[src/ghi_pkg.sv]
`timescale 1ns / 1ps
`default_nettype none
// ----------------------------------------------------------------------------
// ghi_pkg
// Shared types and constants of the gyro heading integrator: register widths,
// register indexes, reset values and the Q3.28 angle limits.
// ----------------------------------------------------------------------------
package ghi_pkg;

   localparam int BIAS_W      = 20;
   localparam int THR_W       = 20;
   localparam int GAIN_W      = 24;
   localparam int RATE_OUT_W  = 21;
   localparam int HEAD_OUT_W  = 31;
   localparam int HEAD_W      = 32;
   localparam int STEP_SHIFT  = 16;
   localparam int CSR_IDX_W   = 2;
   localparam int CSR_DATA_W  = 24;
   localparam int RSP_TDATA_W = ((RATE_OUT_W + HEAD_OUT_W + 7) / 8) * 8;

   localparam logic signed [HEAD_W-1:0] PI_Q28     = 32'sd843314857;
   localparam logic signed [HEAD_W-1:0] TWO_PI_Q28 = 32'sd1686629714;

   localparam logic [BIAS_W-1:0] BIAS_RESET     = 20'd0;
   localparam logic [THR_W-1:0]  DEADBAND_RESET = 20'd1201;
   localparam logic [GAIN_W-1:0] GAIN_RESET     = 24'd732700;

   typedef enum logic [CSR_IDX_W-1:0] {
      CSR_RATE_BIAS  = 2'd0,
      CSR_DEADBAND   = 2'd1,
      CSR_ANGLE_GAIN = 2'd2
   } csr_index_type;

   // Register file contents as seen by the datapath.
   typedef struct packed {
      logic [GAIN_W-1:0] gain;
      logic [THR_W-1:0]  thr;
      logic [BIAS_W-1:0] bias;
   } cfg_type;

endpackage : ghi_pkg
`default_nettype wire

[src/ghi_window.sv]
`timescale 1ns / 1ps
`default_nettype none
// ----------------------------------------------------------------------------
// ghi_window
// Sample ring with running window sum, bias removal and deadband. One item
// per cycle while out_ready allows it; the result is held in a register stage.
// ----------------------------------------------------------------------------
module ghi_window
   import ghi_pkg::*;
#(
   parameter int DEPTH    = 16,
   parameter int SAMPLE_W = 16,
   parameter int SUM_W    = SAMPLE_W + $clog2(DEPTH),
   parameter int RATE_W   = ((SUM_W > BIAS_W) ? SUM_W : BIAS_W) + 1
) (
   input  logic                       clock,
   input  logic                       reset,
   input  logic                       in_valid,
   output logic                       in_ready,
   input  logic signed [SAMPLE_W-1:0] sample,
   input  cfg_type                    cfg,
   output logic                       out_valid,
   input  logic                       out_ready,
   output logic signed [RATE_W-1:0]   rate
);

   localparam int SLOT_W = $clog2(DEPTH);
   localparam int CMP_W  = RATE_W + 1;

   logic signed [SAMPLE_W-1:0] ring_mem [DEPTH];
   logic signed [SAMPLE_W-1:0] old_rd_ff;
   logic                       old_valid_ff;
   logic [DEPTH-1:0]           filled_ff;
   logic [SLOT_W-1:0]          slot_ff;
   logic [SLOT_W-1:0]          slot_in;
   logic signed [SUM_W-1:0]    sum_ff;
   logic signed [SUM_W-1:0]    sum_in;
   logic signed [SUM_W-1:0]    old_ext;
   logic signed [BIAS_W-1:0]   bias_s;
   logic signed [RATE_W-1:0]   diff;
   logic signed [CMP_W-1:0]    diff_ext;
   logic signed [CMP_W-1:0]    thr_ext;
   logic signed [RATE_W-1:0]   rate_ff;
   logic                       valid_ff;
   logic                       fire;

   assign in_ready  = !valid_ff || out_ready;
   assign fire      = in_valid && in_ready;
   assign out_valid = valid_ff;
   assign rate      = rate_ff;

   assign slot_in = (slot_ff == SLOT_W'(DEPTH - 1)) ? '0 : slot_ff + SLOT_W'(1);

   // Entry leaving the window; never-written entries count as zero.
   assign old_ext  = old_valid_ff ? SUM_W'(old_rd_ff) : '0;
   assign sum_in   = sum_ff - old_ext + SUM_W'(sample);
   assign bias_s   = $signed(cfg.bias);
   assign diff     = RATE_W'(sum_in) - RATE_W'(bias_s);
   assign diff_ext = CMP_W'(diff);
   assign thr_ext  = $signed(CMP_W'(cfg.thr));

   // Write the current slot and prefetch the next one; the two differ.
   always_ff @(posedge clock) begin
      if (fire) begin
         ring_mem[slot_ff] <= sample;
         old_rd_ff         <= ring_mem[slot_in];
      end
   end

   always_ff @(posedge clock) begin
      if (reset) begin
         filled_ff    <= '0;
         old_valid_ff <= 1'b0;
         slot_ff      <= '0;
         sum_ff       <= '0;
         valid_ff     <= 1'b0;
      end else begin
         if (fire) begin
            filled_ff[slot_ff] <= 1'b1;
            old_valid_ff       <= filled_ff[slot_in];
            slot_ff            <= slot_in;
            sum_ff             <= sum_in;
            valid_ff           <= 1'b1;
         end else if (out_ready) begin
            valid_ff <= 1'b0;
         end
      end
   end

   always_ff @(posedge clock) begin
      if (fire) begin
         if ((diff_ext > -thr_ext) && (diff_ext < thr_ext)) begin
            rate_ff <= '0;
         end else begin
            rate_ff <= diff;
         end
      end
   end

endmodule : ghi_window
`default_nettype wire

[src/ghi_integrator.sv]
`timescale 1ns / 1ps
`default_nettype none
// ----------------------------------------------------------------------------
// ghi_integrator
// Scales the corrected rate by the gain into a heading step, then
// accumulates and wraps the heading into [-pi, pi]. Two register stages.
// ----------------------------------------------------------------------------
module ghi_integrator
   import ghi_pkg::*;
#(
   parameter int RATE_W = 21
) (
   input  logic                         clock,
   input  logic                         reset,
   input  logic                         in_valid,
   output logic                         in_ready,
   input  logic signed [RATE_W-1:0]     rate,
   input  logic [GAIN_W-1:0]            gain,
   output logic                         out_valid,
   input  logic                         out_ready,
   output logic signed [RATE_OUT_W-1:0] corrected_rate,
   output logic signed [HEAD_OUT_W-1:0] heading
);

   localparam int PROD_W = RATE_W + GAIN_W + 1;
   localparam int STEP_W = PROD_W - STEP_SHIFT;
   localparam int ACC_W  = ((STEP_W > HEAD_W) ? STEP_W : HEAD_W) + 1;
   localparam int EXT_W  = (RATE_W > RATE_OUT_W) ? RATE_W : RATE_OUT_W;

   logic signed [PROD_W-1:0]     prod;
   logic signed [STEP_W-1:0]     step_ff;
   logic signed [RATE_W-1:0]     p_rate_ff;
   logic                         p_valid_ff;
   logic                         p_ready;
   logic                         p_fire;
   logic signed [ACC_W-1:0]      acc;
   logic signed [ACC_W-1:0]      acc_wrap;
   logic signed [HEAD_W-1:0]     heading_ff;
   logic signed [HEAD_W-1:0]     heading_in;
   logic signed [EXT_W-1:0]      rate_ext;
   logic signed [RATE_OUT_W-1:0] rate_out_ff;
   logic signed [HEAD_OUT_W-1:0] head_out_ff;
   logic                         o_valid_ff;
   logic                         o_ready;
   logic                         o_fire;

   assign o_ready  = !o_valid_ff || out_ready;
   assign p_ready  = !p_valid_ff || o_ready;
   assign in_ready = p_ready;
   assign p_fire   = in_valid && p_ready;
   assign o_fire   = p_valid_ff && o_ready;

   // Upper bits of the product are the step floored by 2^16.
   assign prod = $signed(rate) * $signed({1'b0, gain});

   always_ff @(posedge clock) begin
      if (p_fire) begin
         step_ff   <= $signed(prod[PROD_W-1:STEP_SHIFT]);
         p_rate_ff <= rate;
      end
   end

   // Wrap once; a single step is always below two pi.
   assign acc = ACC_W'(heading_ff) + ACC_W'(step_ff);
   always_comb begin
      if (acc > ACC_W'(PI_Q28)) begin
         acc_wrap = acc - ACC_W'(TWO_PI_Q28);
      end else if (acc < -ACC_W'(PI_Q28)) begin
         acc_wrap = acc + ACC_W'(TWO_PI_Q28);
      end else begin
         acc_wrap = acc;
      end
   end
   assign heading_in = acc_wrap[HEAD_W-1:0];
   assign rate_ext   = EXT_W'(p_rate_ff);

   always_ff @(posedge clock) begin
      if (reset) begin
         p_valid_ff <= 1'b0;
         o_valid_ff <= 1'b0;
         heading_ff <= '0;
      end else begin
         if (p_fire) begin
            p_valid_ff <= 1'b1;
         end else if (o_ready) begin
            p_valid_ff <= 1'b0;
         end
         if (o_fire) begin
            o_valid_ff <= 1'b1;
            heading_ff <= heading_in;
         end else if (out_ready) begin
            o_valid_ff <= 1'b0;
         end
      end
   end

   always_ff @(posedge clock) begin
      if (o_fire) begin
         rate_out_ff <= rate_ext[RATE_OUT_W-1:0];
         head_out_ff <= heading_in[HEAD_OUT_W-1:0];
      end
   end

   assign out_valid      = o_valid_ff;
   assign corrected_rate = rate_out_ff;
   assign heading        = head_out_ff;

endmodule : ghi_integrator
`default_nettype wire

[src/gyro_heading_integrator.sv]
`timescale 1ns / 1ps
`default_nettype none
// ----------------------------------------------------------------------------
// gyro_heading_integrator
// Yaw-rate stream to heading: window-sum average, bias, deadband, gain and
// wrapped Q3.28 heading accumulation.
// ----------------------------------------------------------------------------
// Path: an accepted item passes the input register, window stage, step stage
// and heading/result stage in that order before rsp_tvalid rises.
// Throughput: one item per cycle while rsp_tready is high; the window-sum and
// heading accumulator each close their loop through a single register, and every
// stage advances as soon as the one after it is free.
// Reset: synchronous, clears the sample history, window sum, heading, all
// pipeline valids, and loads the register defaults (bias 0, deadband 1201,
// gain 732700).
// ----------------------------------------------------------------------------
module gyro_heading_integrator
   import ghi_pkg::*;
#(
   parameter int HISTORY_DEPTH = 16,
   parameter int SAMPLE_WIDTH  = 16
) (
   input  logic                                    clock,
   input  logic                                    reset,
   // Input items
   input  logic                                    req_tvalid,
   output logic                                    req_tready,
   input  logic [((SAMPLE_WIDTH + 7) / 8) * 8-1:0] req_tdata,  // rate_sample
   // Result items
   output logic                                    rsp_tvalid,
   input  logic                                    rsp_tready,
   output logic [RSP_TDATA_W-1:0]                  rsp_tdata,  // corrected_rate, heading
   // Register writes
   input  logic                                    csr_valid,
   output logic                                    csr_ready,
   input  logic [CSR_IDX_W-1:0]                    csr_index,
   input  logic [CSR_DATA_W-1:0]                   csr_data
);

   localparam int SUM_W  = SAMPLE_WIDTH + $clog2(HISTORY_DEPTH);
   localparam int RATE_W = ((SUM_W > BIAS_W) ? SUM_W : BIAS_W) + 1;
   localparam int PAD_W  = RSP_TDATA_W - RATE_OUT_W - HEAD_OUT_W;

   cfg_type                        cfg_ff;
   logic                           s0_valid_ff;
   logic signed [SAMPLE_WIDTH-1:0] s0_sample_ff;
   logic                           win_ready;
   logic                           win_valid;
   logic signed [RATE_W-1:0]       win_rate;
   logic                           int_ready;
   logic signed [RATE_OUT_W-1:0]   corrected_rate;
   logic signed [HEAD_OUT_W-1:0]   heading;

   // Register writes are always taken; unknown indexes are dropped.
   assign csr_ready = 1'b1;

   always_ff @(posedge clock) begin
      if (reset) begin
         cfg_ff.bias <= BIAS_RESET;
         cfg_ff.thr  <= DEADBAND_RESET;
         cfg_ff.gain <= GAIN_RESET;
      end else if (csr_valid && csr_ready) begin
         case (csr_index_type'(csr_index))
            CSR_RATE_BIAS:  cfg_ff.bias <= csr_data[BIAS_W-1:0];
            CSR_DEADBAND:   cfg_ff.thr  <= csr_data[THR_W-1:0];
            CSR_ANGLE_GAIN: cfg_ff.gain <= csr_data[GAIN_W-1:0];
            default: begin
            end
         endcase
      end
   end

   // Input register: hold the item until the window stage takes it.
   assign req_tready = !s0_valid_ff || win_ready;

   always_ff @(posedge clock) begin
      if (reset) begin
         s0_valid_ff <= 1'b0;
      end else if (req_tvalid && req_tready) begin
         s0_valid_ff <= 1'b1;
      end else if (win_ready) begin
         s0_valid_ff <= 1'b0;
      end
   end

   always_ff @(posedge clock) begin
      if (req_tvalid && req_tready) begin
         s0_sample_ff <= $signed(req_tdata[SAMPLE_WIDTH-1:0]);
      end
   end

   // Window sum, bias and deadband.
   ghi_window #(
      .DEPTH    (HISTORY_DEPTH),
      .SAMPLE_W (SAMPLE_WIDTH),
      .SUM_W    (SUM_W),
      .RATE_W   (RATE_W)
   ) u_window (
      .clock     (clock),
      .reset     (reset),
      .in_valid  (s0_valid_ff),
      .in_ready  (win_ready),
      .sample    (s0_sample_ff),
      .cfg       (cfg_ff),
      .out_valid (win_valid),
      .out_ready (int_ready),
      .rate      (win_rate)
   );

   // Gain, heading accumulation and the result register.
   ghi_integrator #(
      .RATE_W (RATE_W)
   ) u_integrator (
      .clock          (clock),
      .reset          (reset),
      .in_valid       (win_valid),
      .in_ready       (int_ready),
      .rate           (win_rate),
      .gain           (cfg_ff.gain),
      .out_valid      (rsp_tvalid),
      .out_ready      (rsp_tready),
      .corrected_rate (corrected_rate),
      .heading        (heading)
   );

   assign rsp_tdata = {{PAD_W{1'b0}}, heading, corrected_rate};

endmodule : gyro_heading_integrator
`default_nettype wire
[config.mk]
export PLATFORM = sky130hd
export DESIGN_NAME = gyro_heading_integrator
export DESIGN_NICKNAME = d
export VERILOG_FILES = /design/src/ghi_pkg.sv /design/src/ghi_window.sv /design/src/ghi_integrator.sv /design/src/gyro_heading_integrator.sv
export SDC_FILE = /design/constraint.sdc
export NUM_CORES = 2
export LEC_CHECK = 0
export BUFFER_PORTS_ARGS = -buffer_cell sky130_fd_sc_hd__buf_4
export CAP_MARGIN = 10
export CORE_AREA = 2 2 286 288
export CTS_CLUSTER_DIAMETER = 200
export DETAILED_ROUTE_END_ITERATION = 12
export DIE_AREA = 0 0 288 290
export GPL_TIMING_DRIVEN = 0
export HOLD_SLACK_MARGIN = 0.08
export PLACE_DENSITY = 0.74
export SETUP_SLACK_MARGIN = 0.1
export SLEW_MARGIN = 20
export SYNTH_ARGS = -nofsm -noshare
export SYNTH_HDL_FRONTEND = slang
export SYNTH_HIERARCHICAL = 1
export SYNTH_SLANG_ARGS = --single-unit
[constraint.sdc]
create_clock -name clock -period 6.9 [get_ports clock]
set_input_delay 0.345 -clock clock [delete_from_list [all_inputs] [get_ports clock]]
set_output_delay 0.345 -clock clock [all_outputs]
set_load 0.005 [all_outputs]
==> flow_summary.ini <==
[status]
status = finished with violations
violations = negative setup slack

[floorplan]
ios = 106
die_y_um = 290
die_x_um = 288
die_area_mm2 = 0.0835
core_mm2 = 0.0802
start_util = 0.550
num_rows = 104

[timing]
rsz0062_at_grt = true
worst_clock_skew_ns = 0.0439
period_share = 1.04
maxSlewHeadroom = 0.296
tightest_slew_ns = 1.06
final.min_clock_period_ns = 7.19
hold_viol = 0
setup_viol = 12
slew_violations = 0
fmax_ghz = 0.139
fin_ws_ns = -0.289

[synthesis]
synthesis.area_mm2 = 0.0440
synthArstFlopShare = 0
yosysTopAreaCell = edfxtp_1
synthTopCellsByArea = edfxtp_1 (28%), fa_1 (20%), ha_1 (8.4%)
ys_seq_area_frac = 0.345
synth-main-ff-cell = edfxtp_1
synth-edff-count = 412
synth_top_area_share = 0.281
yosysWarnings = 6
synthCells = 4115
ys_types = 98
ys_ff_latch = 553
avgSynthCellArea_um2 = 10.7

[global_route]
grt_usage = 0.314
grt_start_max_net_pins = 52
grt_pass1_vias = 33142
antenna_found_initial = 3
grt.overflow.total = 0
grt_pass1_wl_um = 197000

[clocking]
htree_levels = 2
root_buffer = clkbuf_16
clk_pin_slew_ns = 0.06
cts_buffer_depth = 3
insertion_delay_ns = 0.66
cts_tree = yes
cts.sinks = 553
cts_buffers = 58

[detailed_routing]
routed_via_density = 5.95
wl_per_cell_um = 23.7
wl_um = 132000
drtIter0Drc = 3367
num_vias = 33186
final_antenna_net_count = 0
drc = 0
dr.pass1.iters = 6

[critical_path]
cp-start-kind = flip-flop
crit_type = flip-flop to flip-flop
cp_data_arrival_time_ns = 7.57
cp_max_fo = 10
critPathCaptureType = flip-flop
cpMostUsedCell = fa_1
cpLargestDelayFamily = adder cells
path_buf_inv = 4
crit_slowest_cell = fa_1
required_ns = 7.28
cpPeakStageDelay_ns = 0.57

[place]
post-place-ws_ns = -1.77
io_buffers = 100
dpl.hpwl_um = 94000
globalplace.congestion = 0.961

[cells_and_area]
nFillCells = 6075
multiInputGateArea_mm2 = 0.0267
final_cell_mix = inv_1 (610), nand2_1 (435), fa_1 (419)
final_common_cell = inv_1
fin_nets = 5249
drive_gt1_frac = 0.176
areaGrowthSynthToFinish_pct = 17.2
seqCellArea_mm2 = 0.0152

[flow_run]
cap_violations = 0

[hold_path]
min_path_type = input port to flip-flop
## worst reg2reg max path: cells and delay by family, from the launching register on
kind	cells	cell delay, ns
fa+ha+maj	8	3.81
flops	1	0.48
compound gates	7	1.33
buf+inv	4	0.60
simple gates	5	0.62
xor+xnor	1	0.08
## flip-flops by register name (all words and copies together) (netlist names)
signal,count
u_window/ring_mem,256
cfg_ff,64
u_integrator/heading_ff,32
u_integrator/heading,31
u_integrator/step_ff,30
u_integrator/corrected_rate,21
u_integrator/p_rate_ff,21
u_window/rate,21
u_window/sum_ff,20
s0_sample_ff,16
u_window/filled_ff,16
u_window/old_rd_ff,16
u_window/slot_ff,4
s0_valid_ff,1
u_integrator/out_valid,1
u_integrator/p_valid_ff,1
u_window/old_valid_ff,1
u_window/out_valid,1
## kinds of logic (layout without fill, tap and decap cells)
logic type	Yosys count	in the layout	share of synthesized area
DFF	553	553	0.345
adders and majority gates	733	733	0.283
and+or+nand+nor	1210	1210	0.135
buffers and inverters	817	1217	0.0717
muxes	161	161	0.0608
other	2	7	0.000170
AOI/OAI and AO/OA	503	503	0.0779
xor gates and xnor gates	136	136	0.0270
## cell usage after synthesis, drive strengths merged, types with 6 or more instances
cell       n
a2111oi    6
nor3b      9
nand3     49
a21boi    22
or3       23
o21ai     82
a21o      38
xnor2    104
a211o     11
nand4     25
nor3      47
o21a      25
mux4      85
a211oi    25
ha       297
a221oi     6
clkbuf   148
o31ai     12
nand2    439
and2     220
edfxtp   412
a31oi     10
a21oi    142
nand3b    18
inv      629
buf       39
nor2     200
nand2b   105
or2       17
a22o       6
and4       6
xor2      32
and3      12
fa       436
mux2i     73
o22ai     17
nor4       9
dfxtp    141
o211ai    21
o21bai    12
nor2b     18
## per-layer routing
layer / vias to the layer above / part of all wire / track usage
met1: 16496 / 0.39 / 0.424
li1: 14426 / - / -
met5: - / 0.000098 / 0
met3: 416 / 0.10 / 0.0651
met2: 1846 / 0.45 / 0.485
met4: 2 / 0.059 / 0.151
## worst paths after layout
path,startpoint,endpoint,slack [ns],cells after the start
max,cfg_ff[42]$_SDFFE_PP1P_,u_integrator/step_ff[26]$_DFFE_PP_,-0.29,25
min,csr_data[1],cfg_ff[1]$_SDFFE_PP0P_,0.12,3
max reg2reg,cfg_ff[42]$_SDFFE_PP1P_,u_integrator/step_ff[26]$_DFFE_PP_,-0.29,25
min reg2reg,u_integrator/p_rate_ff[17]$_DFFE_PP_,u_integrator/corrected_rate[17]$_DFFE_PP_,0.41,0
## cell type report
type	instances	area share
antenna	2	0.0000970
inverter	630	0.0458
buffer	186	0.0272
tap	1060	0.0257
timing repair buffer	292	0.0485
clock buffer	77	0.0305
sequential	553	0.295
multi-input combinational	2748	0.518
clock inverter	32	0.00914
## stage by stage
step                      setup TNS, ns   util  instance area (um^2)  hold slack (ns)  instances
after floorplan                       0      -                 44100            0.400       4118
after global placement           -45.60  0.576                 46200            0.401       5278
after detailed placement         -49.48  0.579                 46400            0.405       5289
after CTS                         -1.07  0.632                 50700           0.0978       5537
after global routing              -4.48  0.644                 51600            0.136       5578
final                             -1.56  0.644                 51600            0.119       5580
## what timing repair did
item / 4_1_cts / 5_1_grt
buffers inserted: 100 / 37
hold buffers: 39 / 0
cloned: 1 / 3
hold endpoints to repair: 58 / 0
pin swaps: 94 / 79
setup endpoints to repair: 51 / 43
resized for setup: 286 / 142
Power is left out: the tool's default activity adds up to more than one toggle a clock period on the data nets, which glitch-free logic cannot reach.
